$ cat src/hw/rtl/dcgc_pkg.sv
// Shared types, constants and digit-split helpers for the dual countdown game clock.
// Used by dcgc_core, dcgc_fmt and dual_countdown_game_clock; depends on nothing.
package dcgc_pkg;

	localparam int SECS_W = 13;
	localparam int SUB_W  = 16;
	localparam int CFG_W  = 16;
	localparam int IN_W   = 8;
	localparam int OUT_W  = 40;

	localparam logic [SECS_W-1:0] STARTUP_RESET = 13'd60;
	localparam logic [SUB_W-1:0]  TICKS_RESET   = 16'h3D09;

	// Register indexes on the configuration port.
	localparam logic [0:0] CFG_STARTUP = 1'b0;
	localparam logic [0:0] CFG_TICKS   = 1'b1;

	// Bit positions of the input beat.
	localparam int IN_TICK  = 0;
	localparam int IN_LEFT  = 1;
	localparam int IN_RIGHT = 2;
	localparam int IN_START = 3;

	// floor(x * RECIP60 / 2^20) equals x / 60 for every 13-bit x.
	localparam logic [14:0] RECIP60 = 15'd17477;
	// floor(x * RECIP10 / 2^11) equals x / 10 for every 8-bit x.
	localparam logic [7:0]  RECIP10 = 8'd205;

	typedef struct packed {
		logic [SECS_W-1:0] left_secs;
		logic [SECS_W-1:0] right_secs;
		logic              running;
		logic              left_turn;
		logic              expired;
	} snap_t;

	typedef struct packed {
		logic [7:0] mins;
		logic [5:0] secs;
	} mmss_t;

	typedef struct packed {
		mmss_t left;
		mmss_t right;
		logic  running;
		logic  left_turn;
		logic  expired;
	} split_t;

	typedef struct packed {
		logic [3:0] sec_units;
		logic [2:0] sec_tens;
		logic [3:0] min_units;
		logic [3:0] min_tens;
	} digits_t;

	typedef struct packed {
		digits_t left;
		digits_t right;
		logic    running;
		logic    left_turn;
		logic    expired;
	} disp_t;

	// Splits a second count into minutes and the remaining seconds.
	function automatic mmss_t div60(input logic [SECS_W-1:0] total);
		logic [27:0] prod;
		logic [7:0]  mins;
		logic [13:0] mins60;
		logic [13:0] rem;
		mmss_t       res;
		prod   = 28'(total) * 28'(RECIP60);
		mins   = prod[27:20];
		mins60 = {mins, 6'b0} - {4'b0, mins, 2'b0};
		rem    = {1'b0, total} - mins60;
		res.mins = mins;
		res.secs = rem[5:0];
		return res;
	endfunction

	// Returns {tens[3:0], units[3:0]} of an 8-bit value; tens wraps at 16.
	function automatic logic [7:0] div10(input logic [7:0] val);
		logic [15:0] prod;
		logic [4:0]  quot;
		logic [7:0]  quot10;
		logic [7:0]  units;
		prod   = 16'(val) * 16'(RECIP10);
		quot   = prod[15:11];
		quot10 = {quot, 3'b0} + {2'b0, quot, 1'b0};
		units  = val - quot10;
		return {quot[3:0], units[3:0]};
	endfunction

	function automatic digits_t to_digits(input mmss_t t);
		logic [7:0] m;
		logic [7:0] s;
		digits_t    d;
		m = div10(t.mins);
		s = div10({2'b0, t.secs});
		d.min_tens  = m[7:4];
		d.min_units = m[3:0];
		d.sec_tens  = s[6:4];
		d.sec_units = s[3:0];
		return d;
	endfunction

endpackage

$ cat src/hw/rtl/dcgc_core.sv
// Clock state, button edge handling and configuration registers of the game clock.
// Depends on dcgc_pkg; feeds a snapshot of both clocks to dcgc_fmt.
module dcgc_core (
	input  logic                         clk,
	input  logic                         arst_n,
	input  logic                         s_tvalid,
	output logic                         s_tready,
	input  logic [dcgc_pkg::IN_W-1:0]    s_tdata,
	input  logic                         cfg_we,
	input  logic [0:0]                   cfg_index,
	input  logic [dcgc_pkg::CFG_W-1:0]   cfg_data,
	output logic                         s1_valid,
	input  logic                         s1_ready,
	output dcgc_pkg::snap_t              s1_snap
);

	logic [dcgc_pkg::SECS_W-1:0] startup_q;
	logic [dcgc_pkg::SUB_W-1:0]  tps_q;

	logic [dcgc_pkg::SECS_W-1:0] left_secs_q, right_secs_q;
	logic [dcgc_pkg::SUB_W-1:0]  sub_q, left_save_q, right_save_q;
	logic                        running_q, left_turn_q;
	logic [2:0]                  prev_q;

	logic [dcgc_pkg::SECS_W-1:0] left_secs_d, right_secs_d;
	logic [dcgc_pkg::SUB_W-1:0]  sub_d, left_save_d, right_save_d, sub_inc;
	logic                        running_d, left_turn_d;
	logic [2:0]                  btns, edges;

	logic                        s1_valid_q;
	dcgc_pkg::snap_t             snap_s1;
	logic                        accept;

	assign accept   = s_tvalid && s_tready;
	assign s_tready = !s1_valid_q || s1_ready;
	assign s1_valid = s1_valid_q;
	assign s1_snap  = snap_s1;

	assign btns  = {s_tdata[dcgc_pkg::IN_START], s_tdata[dcgc_pkg::IN_RIGHT],
		s_tdata[dcgc_pkg::IN_LEFT]};
	assign edges = btns & ~prev_q;

	// Presses are applied in the order left, right, start, then the tick.
	always_comb begin
		left_secs_d  = left_secs_q;
		right_secs_d = right_secs_q;
		sub_d        = sub_q;
		left_save_d  = left_save_q;
		right_save_d = right_save_q;
		running_d    = running_q;
		left_turn_d  = left_turn_q;
		sub_inc      = '0;
		if (edges[0]) begin
			left_turn_d  = 1'b1;
			right_save_d = sub_d;
			sub_d        = left_save_d;
		end
		if (edges[1]) begin
			left_turn_d = 1'b0;
			left_save_d = sub_d;
			sub_d       = right_save_d;
		end
		if (edges[2]) begin
			if (left_secs_d == '0 || right_secs_d == '0) begin
				left_secs_d  = startup_q;
				right_secs_d = startup_q;
				running_d    = 1'b0;
			end else begin
				running_d = !running_d;
			end
		end
		if (s_tdata[dcgc_pkg::IN_TICK]) begin
			sub_inc = sub_d + 16'd1;
			if (sub_inc == tps_q) begin
				sub_d = '0;
				if (running_d && left_secs_d != '0 && right_secs_d != '0) begin
					if (left_turn_d) begin
						left_secs_d = left_secs_d - 13'd1;
					end else begin
						right_secs_d = right_secs_d - 13'd1;
					end
				end
			end else begin
				sub_d = sub_inc;
			end
		end
	end

	always_ff @(posedge clk or negedge arst_n) begin
		if (!arst_n) begin
			startup_q    <= dcgc_pkg::STARTUP_RESET;
			tps_q        <= dcgc_pkg::TICKS_RESET;
			left_secs_q  <= dcgc_pkg::STARTUP_RESET;
			right_secs_q <= dcgc_pkg::STARTUP_RESET;
			sub_q        <= '0;
			left_save_q  <= '0;
			right_save_q <= '0;
			running_q    <= 1'b0;
			left_turn_q  <= 1'b1;
			prev_q       <= '0;
			s1_valid_q   <= 1'b0;
		end else begin
			if (cfg_we) begin
				unique case (cfg_index)
					dcgc_pkg::CFG_STARTUP: startup_q <= cfg_data[dcgc_pkg::SECS_W-1:0];
					dcgc_pkg::CFG_TICKS:   tps_q     <= cfg_data[dcgc_pkg::SUB_W-1:0];
					default: ;
				endcase
			end
			if (accept) begin
				left_secs_q  <= left_secs_d;
				right_secs_q <= right_secs_d;
				sub_q        <= sub_d;
				left_save_q  <= left_save_d;
				right_save_q <= right_save_d;
				running_q    <= running_d;
				left_turn_q  <= left_turn_d;
				prev_q       <= btns;
				s1_valid_q   <= 1'b1;
			end else if (s1_ready) begin
				s1_valid_q <= 1'b0;
			end
		end
	end

	// Snapshot of the clocks after this beat; payload only, no reset.
	always_ff @(posedge clk) begin
		if (accept) begin
			snap_s1.left_secs  <= left_secs_d;
			snap_s1.right_secs <= right_secs_d;
			snap_s1.running    <= running_d;
			snap_s1.left_turn  <= left_turn_d;
			snap_s1.expired    <= (left_secs_d == '0) || (right_secs_d == '0);
		end
	end

	a_left_press: assert property (@(posedge clk) disable iff (!arst_n)
		accept && edges[0] && !edges[1] |=> left_turn_q)
		else $error("left press did not give the turn to the left side");

	a_secs_hold: assert property (@(posedge clk) disable iff (!arst_n)
		!accept |=> $stable(left_secs_q) && $stable(right_secs_q))
		else $error("clock seconds changed without an accepted beat");

	a_one_side: assert property (@(posedge clk) disable iff (!arst_n)
		accept && !edges[2] |=> $stable(left_secs_q) || $stable(right_secs_q))
		else $error("both clocks changed on one beat without a start press");

endmodule

$ cat src/hw/rtl/dcgc_fmt.sv
// Two-stage MM:SS digit split with an elastic handshake per stage.
// Depends on dcgc_pkg; its last stage is the output register of the game clock.
module dcgc_fmt (
	input  logic             clk,
	input  logic             arst_n,
	input  logic             s1_valid,
	output logic             s1_ready,
	input  dcgc_pkg::snap_t  s1_snap,
	output logic             out_valid,
	input  logic             out_ready,
	output dcgc_pkg::disp_t  out_disp
);

	logic             s2_valid_q, s3_valid_q;
	logic             s2_ready, s3_ready;
	dcgc_pkg::split_t split_s2;
	dcgc_pkg::disp_t  disp_s3;

	assign s3_ready  = !s3_valid_q || out_ready;
	assign s2_ready  = !s2_valid_q || s3_ready;
	assign s1_ready  = s2_ready;
	assign out_valid = s3_valid_q;
	assign out_disp  = disp_s3;

	always_ff @(posedge clk or negedge arst_n) begin
		if (!arst_n) begin
			s2_valid_q <= 1'b0;
			s3_valid_q <= 1'b0;
		end else begin
			if (s2_ready) begin
				s2_valid_q <= s1_valid;
			end
			if (s3_ready) begin
				s3_valid_q <= s2_valid_q;
			end
		end
	end

	// Minutes and seconds by reciprocal multiplication.
	always_ff @(posedge clk) begin
		if (s2_ready && s1_valid) begin
			split_s2.left      <= dcgc_pkg::div60(s1_snap.left_secs);
			split_s2.right     <= dcgc_pkg::div60(s1_snap.right_secs);
			split_s2.running   <= s1_snap.running;
			split_s2.left_turn <= s1_snap.left_turn;
			split_s2.expired   <= s1_snap.expired;
		end
	end

	// Decimal digits of minutes and seconds.
	always_ff @(posedge clk) begin
		if (s3_ready && s2_valid_q) begin
			disp_s3.left      <= dcgc_pkg::to_digits(split_s2.left);
			disp_s3.right     <= dcgc_pkg::to_digits(split_s2.right);
			disp_s3.running   <= split_s2.running;
			disp_s3.left_turn <= split_s2.left_turn;
			disp_s3.expired   <= split_s2.expired;
		end
	end

	a_rem_range: assert property (@(posedge clk) disable iff (!arst_n)
		s2_valid_q |-> split_s2.left.secs < 6'd60 && split_s2.right.secs < 6'd60)
		else $error("seconds remainder out of range");

	a_digit_range: assert property (@(posedge clk) disable iff (!arst_n)
		s3_valid_q |-> disp_s3.left.sec_tens <= 3'd5 && disp_s3.right.sec_tens <= 3'd5
			&& disp_s3.left.sec_units <= 4'd9 && disp_s3.right.sec_units <= 4'd9
			&& disp_s3.left.min_units <= 4'd9 && disp_s3.right.min_units <= 4'd9)
		else $error("decimal digit out of range");

	a_no_drop: assert property (@(posedge clk) disable iff (!arst_n)
		s3_valid_q && !out_ready |=> s3_valid_q)
		else $error("held display beat was dropped");

endmodule

$ cat src/hw/rtl/dual_countdown_game_clock.sv
// Top level of the dual countdown game clock (chess clock with MM:SS digits).
// Depends on dcgc_pkg, dcgc_core and dcgc_fmt.
//
//  Channel   Dir  Handshake           Payload
//  s_*       in   s_tvalid/s_tready   s_tdata[7:0]: one sample (tick, buttons)
//  m_*       out  m_tvalid/m_tready   m_tdata[39:0]: both clocks as digits, flags
//  cfg_*     in   cfg_we              cfg_index[0:0], cfg_data[15:0]
//
// One sample beat is taken per clock cycle while s_tready is high, and each
// yields exactly one display beat. The clock state is updated in the cycle a
// sample is accepted; the digit split follows in two more register stages.
// The throughput is set by the state update, which holds a 16-bit increment
// and compare in front of the state registers.
// Reset loads both clocks with 60 seconds, the tick target with 15625, and the
// left side as active; no memory needs a clearing pass.
// Each of the three stages has its own valid bit, so a stalled output still lets
// samples flow into empty stages; up to three results are held during a stall.
module dual_countdown_game_clock (
	input  logic                        clk,
	input  logic                        arst_n,
	input  logic                        s_tvalid,
	output logic                        s_tready,
	// s_tdata from bit 0: tick, left_button, right_button, start_button, zero pad.
	input  logic [dcgc_pkg::IN_W-1:0]   s_tdata,
	output logic                        m_tvalid,
	input  logic                        m_tready,
	// m_tdata from bit 0: left_min_tens(4), left_min_units(4), left_sec_tens(3),
	// left_sec_units(4), right_min_tens(4), right_min_units(4), right_sec_tens(3),
	// right_sec_units(4), running_flag, left_turn_flag, expired_flag, zero pad.
	output logic [dcgc_pkg::OUT_W-1:0]  m_tdata,
	input  logic                        cfg_we,
	input  logic [0:0]                  cfg_index,
	input  logic [dcgc_pkg::CFG_W-1:0]  cfg_data
);

	logic            s1_valid, s1_ready;
	dcgc_pkg::snap_t s1_snap;
	dcgc_pkg::disp_t disp;

	// The core owns the clock state and the configuration registers.
	dcgc_core u_core (
		.clk       (clk),
		.arst_n    (arst_n),
		.s_tvalid  (s_tvalid),
		.s_tready  (s_tready),
		.s_tdata   (s_tdata),
		.cfg_we    (cfg_we),
		.cfg_index (cfg_index),
		.cfg_data  (cfg_data),
		.s1_valid  (s1_valid),
		.s1_ready  (s1_ready),
		.s1_snap   (s1_snap)
	);

	// The formatter turns second counts into decimal digits.
	dcgc_fmt u_fmt (
		.clk       (clk),
		.arst_n    (arst_n),
		.s1_valid  (s1_valid),
		.s1_ready  (s1_ready),
		.s1_snap   (s1_snap),
		.out_valid (m_tvalid),
		.out_ready (m_tready),
		.out_disp  (disp)
	);

	// Pack the result beat, first field in the lowest bits.
	assign m_tdata = {7'b0,
		disp.expired, disp.left_turn, disp.running,
		disp.right.sec_units, disp.right.sec_tens,
		disp.right.min_units, disp.right.min_tens,
		disp.left.sec_units, disp.left.sec_tens,
		disp.left.min_units, disp.left.min_tens};

endmodule
$ cat config.mk
export PLATFORM = sky130hd
export DESIGN_NAME = dual_countdown_game_clock
export DESIGN_NICKNAME = d
export VERILOG_FILES = /design/src/hw/rtl/dcgc_pkg.sv /design/src/hw/rtl/dcgc_core.sv /design/src/hw/rtl/dcgc_fmt.sv /design/src/hw/rtl/dual_countdown_game_clock.sv
export SDC_FILE = /design/constraint.sdc
export NUM_CORES = 1
export LEC_CHECK = 0
export BUFFER_PORTS_ARGS = -buffer_cell sky130_fd_sc_hd__buf_2
export CAP_MARGIN = 20
export CORE_UTILIZATION = 40
export CTS_BUF_LIST = sky130_fd_sc_hd__clkbuf_16
export DETAILED_ROUTE_END_ITERATION = 8
export GPL_TIMING_DRIVEN = 0
export PLACE_DENSITY = 0.58
export SYNTH_ARGS = -nofsm -noshare
export SYNTH_HDL_FRONTEND = slang
export SYNTH_HIERARCHICAL = 1
export SYNTH_SLANG_ARGS = --single-unit
export TNS_END_PERCENT = 5
$ cat constraint.sdc
create_clock -name clk -period 4.9 [get_ports clk]
set_input_delay 0.245 -clock clk [delete_from_list [all_inputs] [get_ports clk]]
set_output_delay 0.245 -clock clk [all_outputs]
set_load 0.01 [all_outputs]
* After elaboration in Yosys (flattened, before gate mapping)
Cells that the tools add are included.
** Word-level totals
- Register bits after elaboration :: 204
- Latch bits :: 0
- RAM bits :: 0
- Memory bits (read-only) :: 0
- Input bits :: 30
- Output and inout bits :: 42
- Word-level logic and storage cells :: 108
- Memories kept :: 0
** Cells by class
- Add/sub/neg operators :: 15
- Multipliers :: 6
- Div/mod/pow operators :: 0
- Magnitude comparators :: 0
- Eq/ne operators :: 1
- Shift-type cells :: 0
- Multiplexer cells :: 23
- Bitwise gates (word level) :: 3
- Reduce and logical (&&, ||, !) cells :: 24
** Operators with widths (count)
- $mux 13 :: 12
- $mux 16 :: 5
- $mul 13x15->28 const B :: 2
- $logic_not 13->1 :: 4
- $mul 8x8->15 const B :: 2
- $mul 6x8->14 const B :: 2
- $reduce_bool 13->1 :: 2
- $sub 13x1->13 const B :: 2
- $add 16x1->16 const B :: 1
- $add 4x4->4 :: 4
- $eq 16x16->1 :: 1
- $sub 4x4->4 :: 4
- $sub 1x6->6 const A :: 2
- $sub 6x6->6 :: 2
- $mux 1 :: 6
- $reduce_and 2->1 :: 3
- $logic_and 1x1->1 :: 5
- $logic_or 1x1->1 :: 5
- $logic_not 1->1 :: 4
- $and 3x3->3 :: 1
- $not 3->3 :: 1
- $reduce_bool 2->1 :: 1
- $not 1->1 :: 1

* Logic depth before layout (Yosys ltp)
- Depth in word-level cells :: 12
- Mapped depth :: 23
- Depth with buffers taken out :: 22

* Modules after synthesis
The synthesis kept the hierarchy.
** Modules (own cells, without submodules)
- dcgc_fmt :: instances 1, cells each 847, area each 9181.3 µm², seq. area each 1971.9 µm²
- dcgc_core :: instances 1, cells each 752, area each 7759.9 µm², seq. area each 3623.5 µm²
- dual_countdown_game_clock :: instances 1, cells each 8, area each 56.3 µm², seq. area each 0.0 µm²

* Worst setup path before layout
OpenSTA, ideal clock, no wires.
- Kind :: register -> register
- From :: register u_fmt/split_s2[10] in the netlist's numbering
- To :: register u_fmt.disp_s3, in the netlist u_fmt/out_disp[10], data pin
- Library setup time :: 0.266 ns
- Arrival :: 5.011 ns
- Data required time :: 4.634 ns
- Path slack :: -0.377 ns
- Stages on the path, launching flop included :: 21
- Path buffers :: 0
- Period minus slack after synthesis :: 5.277 ns
- Cells stage by stage :: edfxtp_1 > ha_1 > inv_1 > fa_1 > fa_1 > inv_1 > fa_1 > ha_1 > a21o_1 > a221oi_2 > inv_1 > a21o_1 > a211oi_1 > nor2_1 > ha_1 > xor2_1 > nand2_1 > or4b_1 > o41ai_1 > nor3_1 > xor2_1
** On the way
- Word-level cells in the longest chain between the ends :: 3
** RTL lines
- start: declaration :: RTL line dcgc_fmt.sv:16 : dcgc_pkg::split_t split_s2;
- $mul 8x8->15 :: RTL line dcgc_pkg.sv:87 : prod = 16'(val) * 16'(RECIP10);
- $add 4x4->4 :: RTL line dcgc_pkg.sv:89 : quot10 = {quot, 3'b0} + {2'b0, quot, 1'b0};
- $sub 4x4->4 * :: RTL line dcgc_pkg.sv:90 : units = val - quot10;
- end: declaration :: RTL line dcgc_fmt.sv:17 : dcgc_pkg::disp_t disp_s3;
Mark *: on every way between the ends. The rest lies on a longest branch, timed or not.
A chain may end at the register's enable or synchronous reset.

* Worst setup path after layout
Same ends and word-level chain as after synthesis.

==> metrics.cfg <==
[setup_path]
startpoint=u_fmt/split_s2[10]
critical_path_arrival_ns=5.40
path_max_fanout=3
worstPathRequired_ns=5.18
regToRegStartpoint=u_fmt/split_s2[10]
critPathLaunchType=register
critPathCaptureType=register
ff2ff_setup_slack_ns=-0.21
path_class=reg -> reg

[route]
viasPerCell=5.29
totalWireLength_mm=38.4
dr.pass1.iters=5
vias=12200
drc=0
wl_per_cell_um=16.6
postRouteAntennaNets=0
drtIter0Drc=628

[global_routing]
grt_pass1_wl_mm=63.8
grt_pass1_vias=12600
grt_start_max_net_pins=59
grt.overflow.total=0
antenna_found_initial=0
grt_usage_pct=18.0

[run_status]
violations=setup timing
status=finished with violations

[timing]
timing_worst_slew_pin_value_ns=0.895
fin_ws_ns=-0.214
slew_viol_final=0
rsz0062_at_grt=yes
finalCriticalPeriod_ns=5.11
whs_ns=0.123
final_hold_viol_count=0
slew_headroom_pct=40.3
fmax_ghz=0.196
report.final.setup_viol=3
fin_crit_sh_pct=104
finClkSkew_ns=0.0296

[floorplanning]
coreArea_mm2=0.0419
io_pins=72
std_cell_rows=75
die-width_um=208
die_area_mm2=0.0433
fp.dieH_um=208
start_util_pct=40.5

[clocking]
clock_path_buffers=3
clkTransAtPathRegs_ns=0.06
h-tree-depth=1
numCtsBuffers=26
root_buffer=clkbuf_16
clock_latency_ns=0.56
cts_tree=done
cts_num_sinks=204

[synth]
ys_types=96
syn_inst=1607
async_flop_share_pct=54.4
synth_warnings=6
yosysMostFrequentCell=ha_1
synth_ff_type=edfxtp_1
synth_top_area_share_pct=20.4
synth_edf_count=93
syn_avg_cell_area_um2=10.6
ys_seq_area_share_pct=32.9
ys_top_cells_by_count=277 x ha_1, 218 x inv_1, 121 x nand2_1
synth-seq-cells=204
syn-cell-area_mm2=0.0170
synth_top_area_cell=ha_1
yosys-top-cells-area=ha_1 20%, edfxtp_1 16%, dfrtp_1 13%

[cells_and_area]
drive_gt1_share_pct=19.0
syn2layout_area_growth_pct=16.2
multiInputGateArea_mm2=0.0107
seqCellArea_mm2=0.00560
num_antenna_cells=0
fillCellCount=3836
fin_cells=2312
nets=2130

[placed_design]
io_buffer_count=60
post-dp-hpwl_mm=29.7
place_inst=2214
finalWeightedCongestion=0.932

[hold_path]
hp-start=cfg_index
hold_path_class=in -> reg

[job]
max_cap_viol_count=0

state kept, by name, summed over array words and instances, names as in the netlist, 3 cells and up:
name                 count
u_fmt/out_disp          33
u_fmt/split_s2          31
u_core/s1_snap          29
u_core/left_save_q      16
u_core/right_save_q     16
u_core/sub_q            16
u_core/tps_q            16
u_core/left_secs_q      13
u_core/right_secs_q     13
u_core/startup_q        13
u_core/prev_q            3
layer usage:
metal	vias up	wire length (um)	share of wire [%]	global-route usage (%)
li1	5944	-	-	-
met1	5958	17800	46	23.8
met2	250	18200	47	30.8
met3	76	1370	3.6	2.25
met4	0	1050	2.7	5.44
met5	-	0	0	0
layout by cell type, fill, tap and decap left out, types with 28 or more instances in the layout:
| master | netlist | layout |
|---|---|---|
| a21oi_1 | 37 | 35 |
| buf_2 | 6 | 63 |
| buf_4 | 8 | 36 |
| clkbuf_16 | 0 | 28 |
| dfrtp_1 | 91 | 91 |
| edfxtp_1 | 93 | 93 |
| fa_1 | 70 | 70 |
| ha_1 | 277 | 272 |
| inv_1 | 218 | 222 |
| mux2_2 | 69 | 69 |
| nand2_1 | 121 | 115 |
| nand3_1 | 28 | 28 |
| nor2_1 | 70 | 66 |
| nor3_1 | 32 | 30 |
| xnor2_1 | 63 | 59 |
cell families (layout without fill, tap and decap cells):
logic type               after synthesis  after routing  synth area share, %
other                                  1              7               0.0221
multiplexers                          94             94                 6.16
buffers and inverters                265            425                 6.16
adder cells (fa/ha/maj)              347            347                 28.6
AO/OA/AOI/OAI                        221            221                 9.56
XOR/XNOR                              91             91                 4.88
AND/OR/NAND/NOR                      384            384                 11.7
flip-flops                           204            204                 32.9
worst max-delay path: stages, from the launching register on:
cell and delay (ns):
edfxtp_1 0.45, ha_4 0.31, inv_2 0.04, fa_1 0.49, fa_1 0.49, inv_1 0.05
fa_1 0.44, ha_1 0.30, a21o_1 0.19, a221oi_4 0.32, inv_2 0.06, a21o_1 0.18
a211oi_2 0.23, nor2_2 0.09, ha_4 0.18, xor2_4 0.14, nand2_2 0.08, or4b_4 0.50
o41ai_4 0.07, nor3_2 0.08, xor2_1 0.16
through the flow:
stage               setup slack [ns]  util, %  cell area [um2]  setup TNS, ns
floorplan                     -0.155        -            17000         -0.250
global placement               -1.50     42.9            18000         -46.94
detailed placement             -1.48     43.1            18100         -46.18
CTS                           -0.336     46.6            19500         -0.775
global route                  -0.402     47.1            19700          -2.06
finish                        -0.214     47.1            19700         -0.478
path summary, 6_finish.rpt:
| check | cells past startpoint | endpoint |
|---|---|---|
| min in group asynchronous | 2 | u_core/right_save_q[11] |
| setup / recovery | 20 | u_fmt/out_disp[10] |
| hold reg to reg | 0 | u_fmt/out_disp[2] |
| setup reg to reg | 20 | u_fmt/out_disp[10] |
| hold / removal | 3 | u_core/startup_q[12] |
| max in group asynchronous | 3 | u_core/left_secs_q[4] |
area by class of cell:
| cell class | count | area share, % |
|---|---|---|
| multi-input cells | 1144 | 54.4 |
| flip-flops and latches | 204 | 28.3 |
| inverters | 220 | 4.18 |
| repair buffers | 112 | 3.99 |
| clock buffers | 28 | 3.55 |
| well taps | 539 | 3.42 |
| plain buffers | 45 | 1.37 |
| clock inverters | 20 | 0.729 |
repair_timing:
item / in CTS / in global routing
resized for setup: 51 / 39
hold endpoints to repair: 88 / 0
cloned: 0 / 0
hold buffers: 22 / 0
buffers inserted: 25 / 3
endpoints found under the setup margin: 72 / 41
pin swaps: 22 / 25
Power is not shown: default switching activity piles up to over one toggle a cycle in this logic, so the estimate is an artifact.
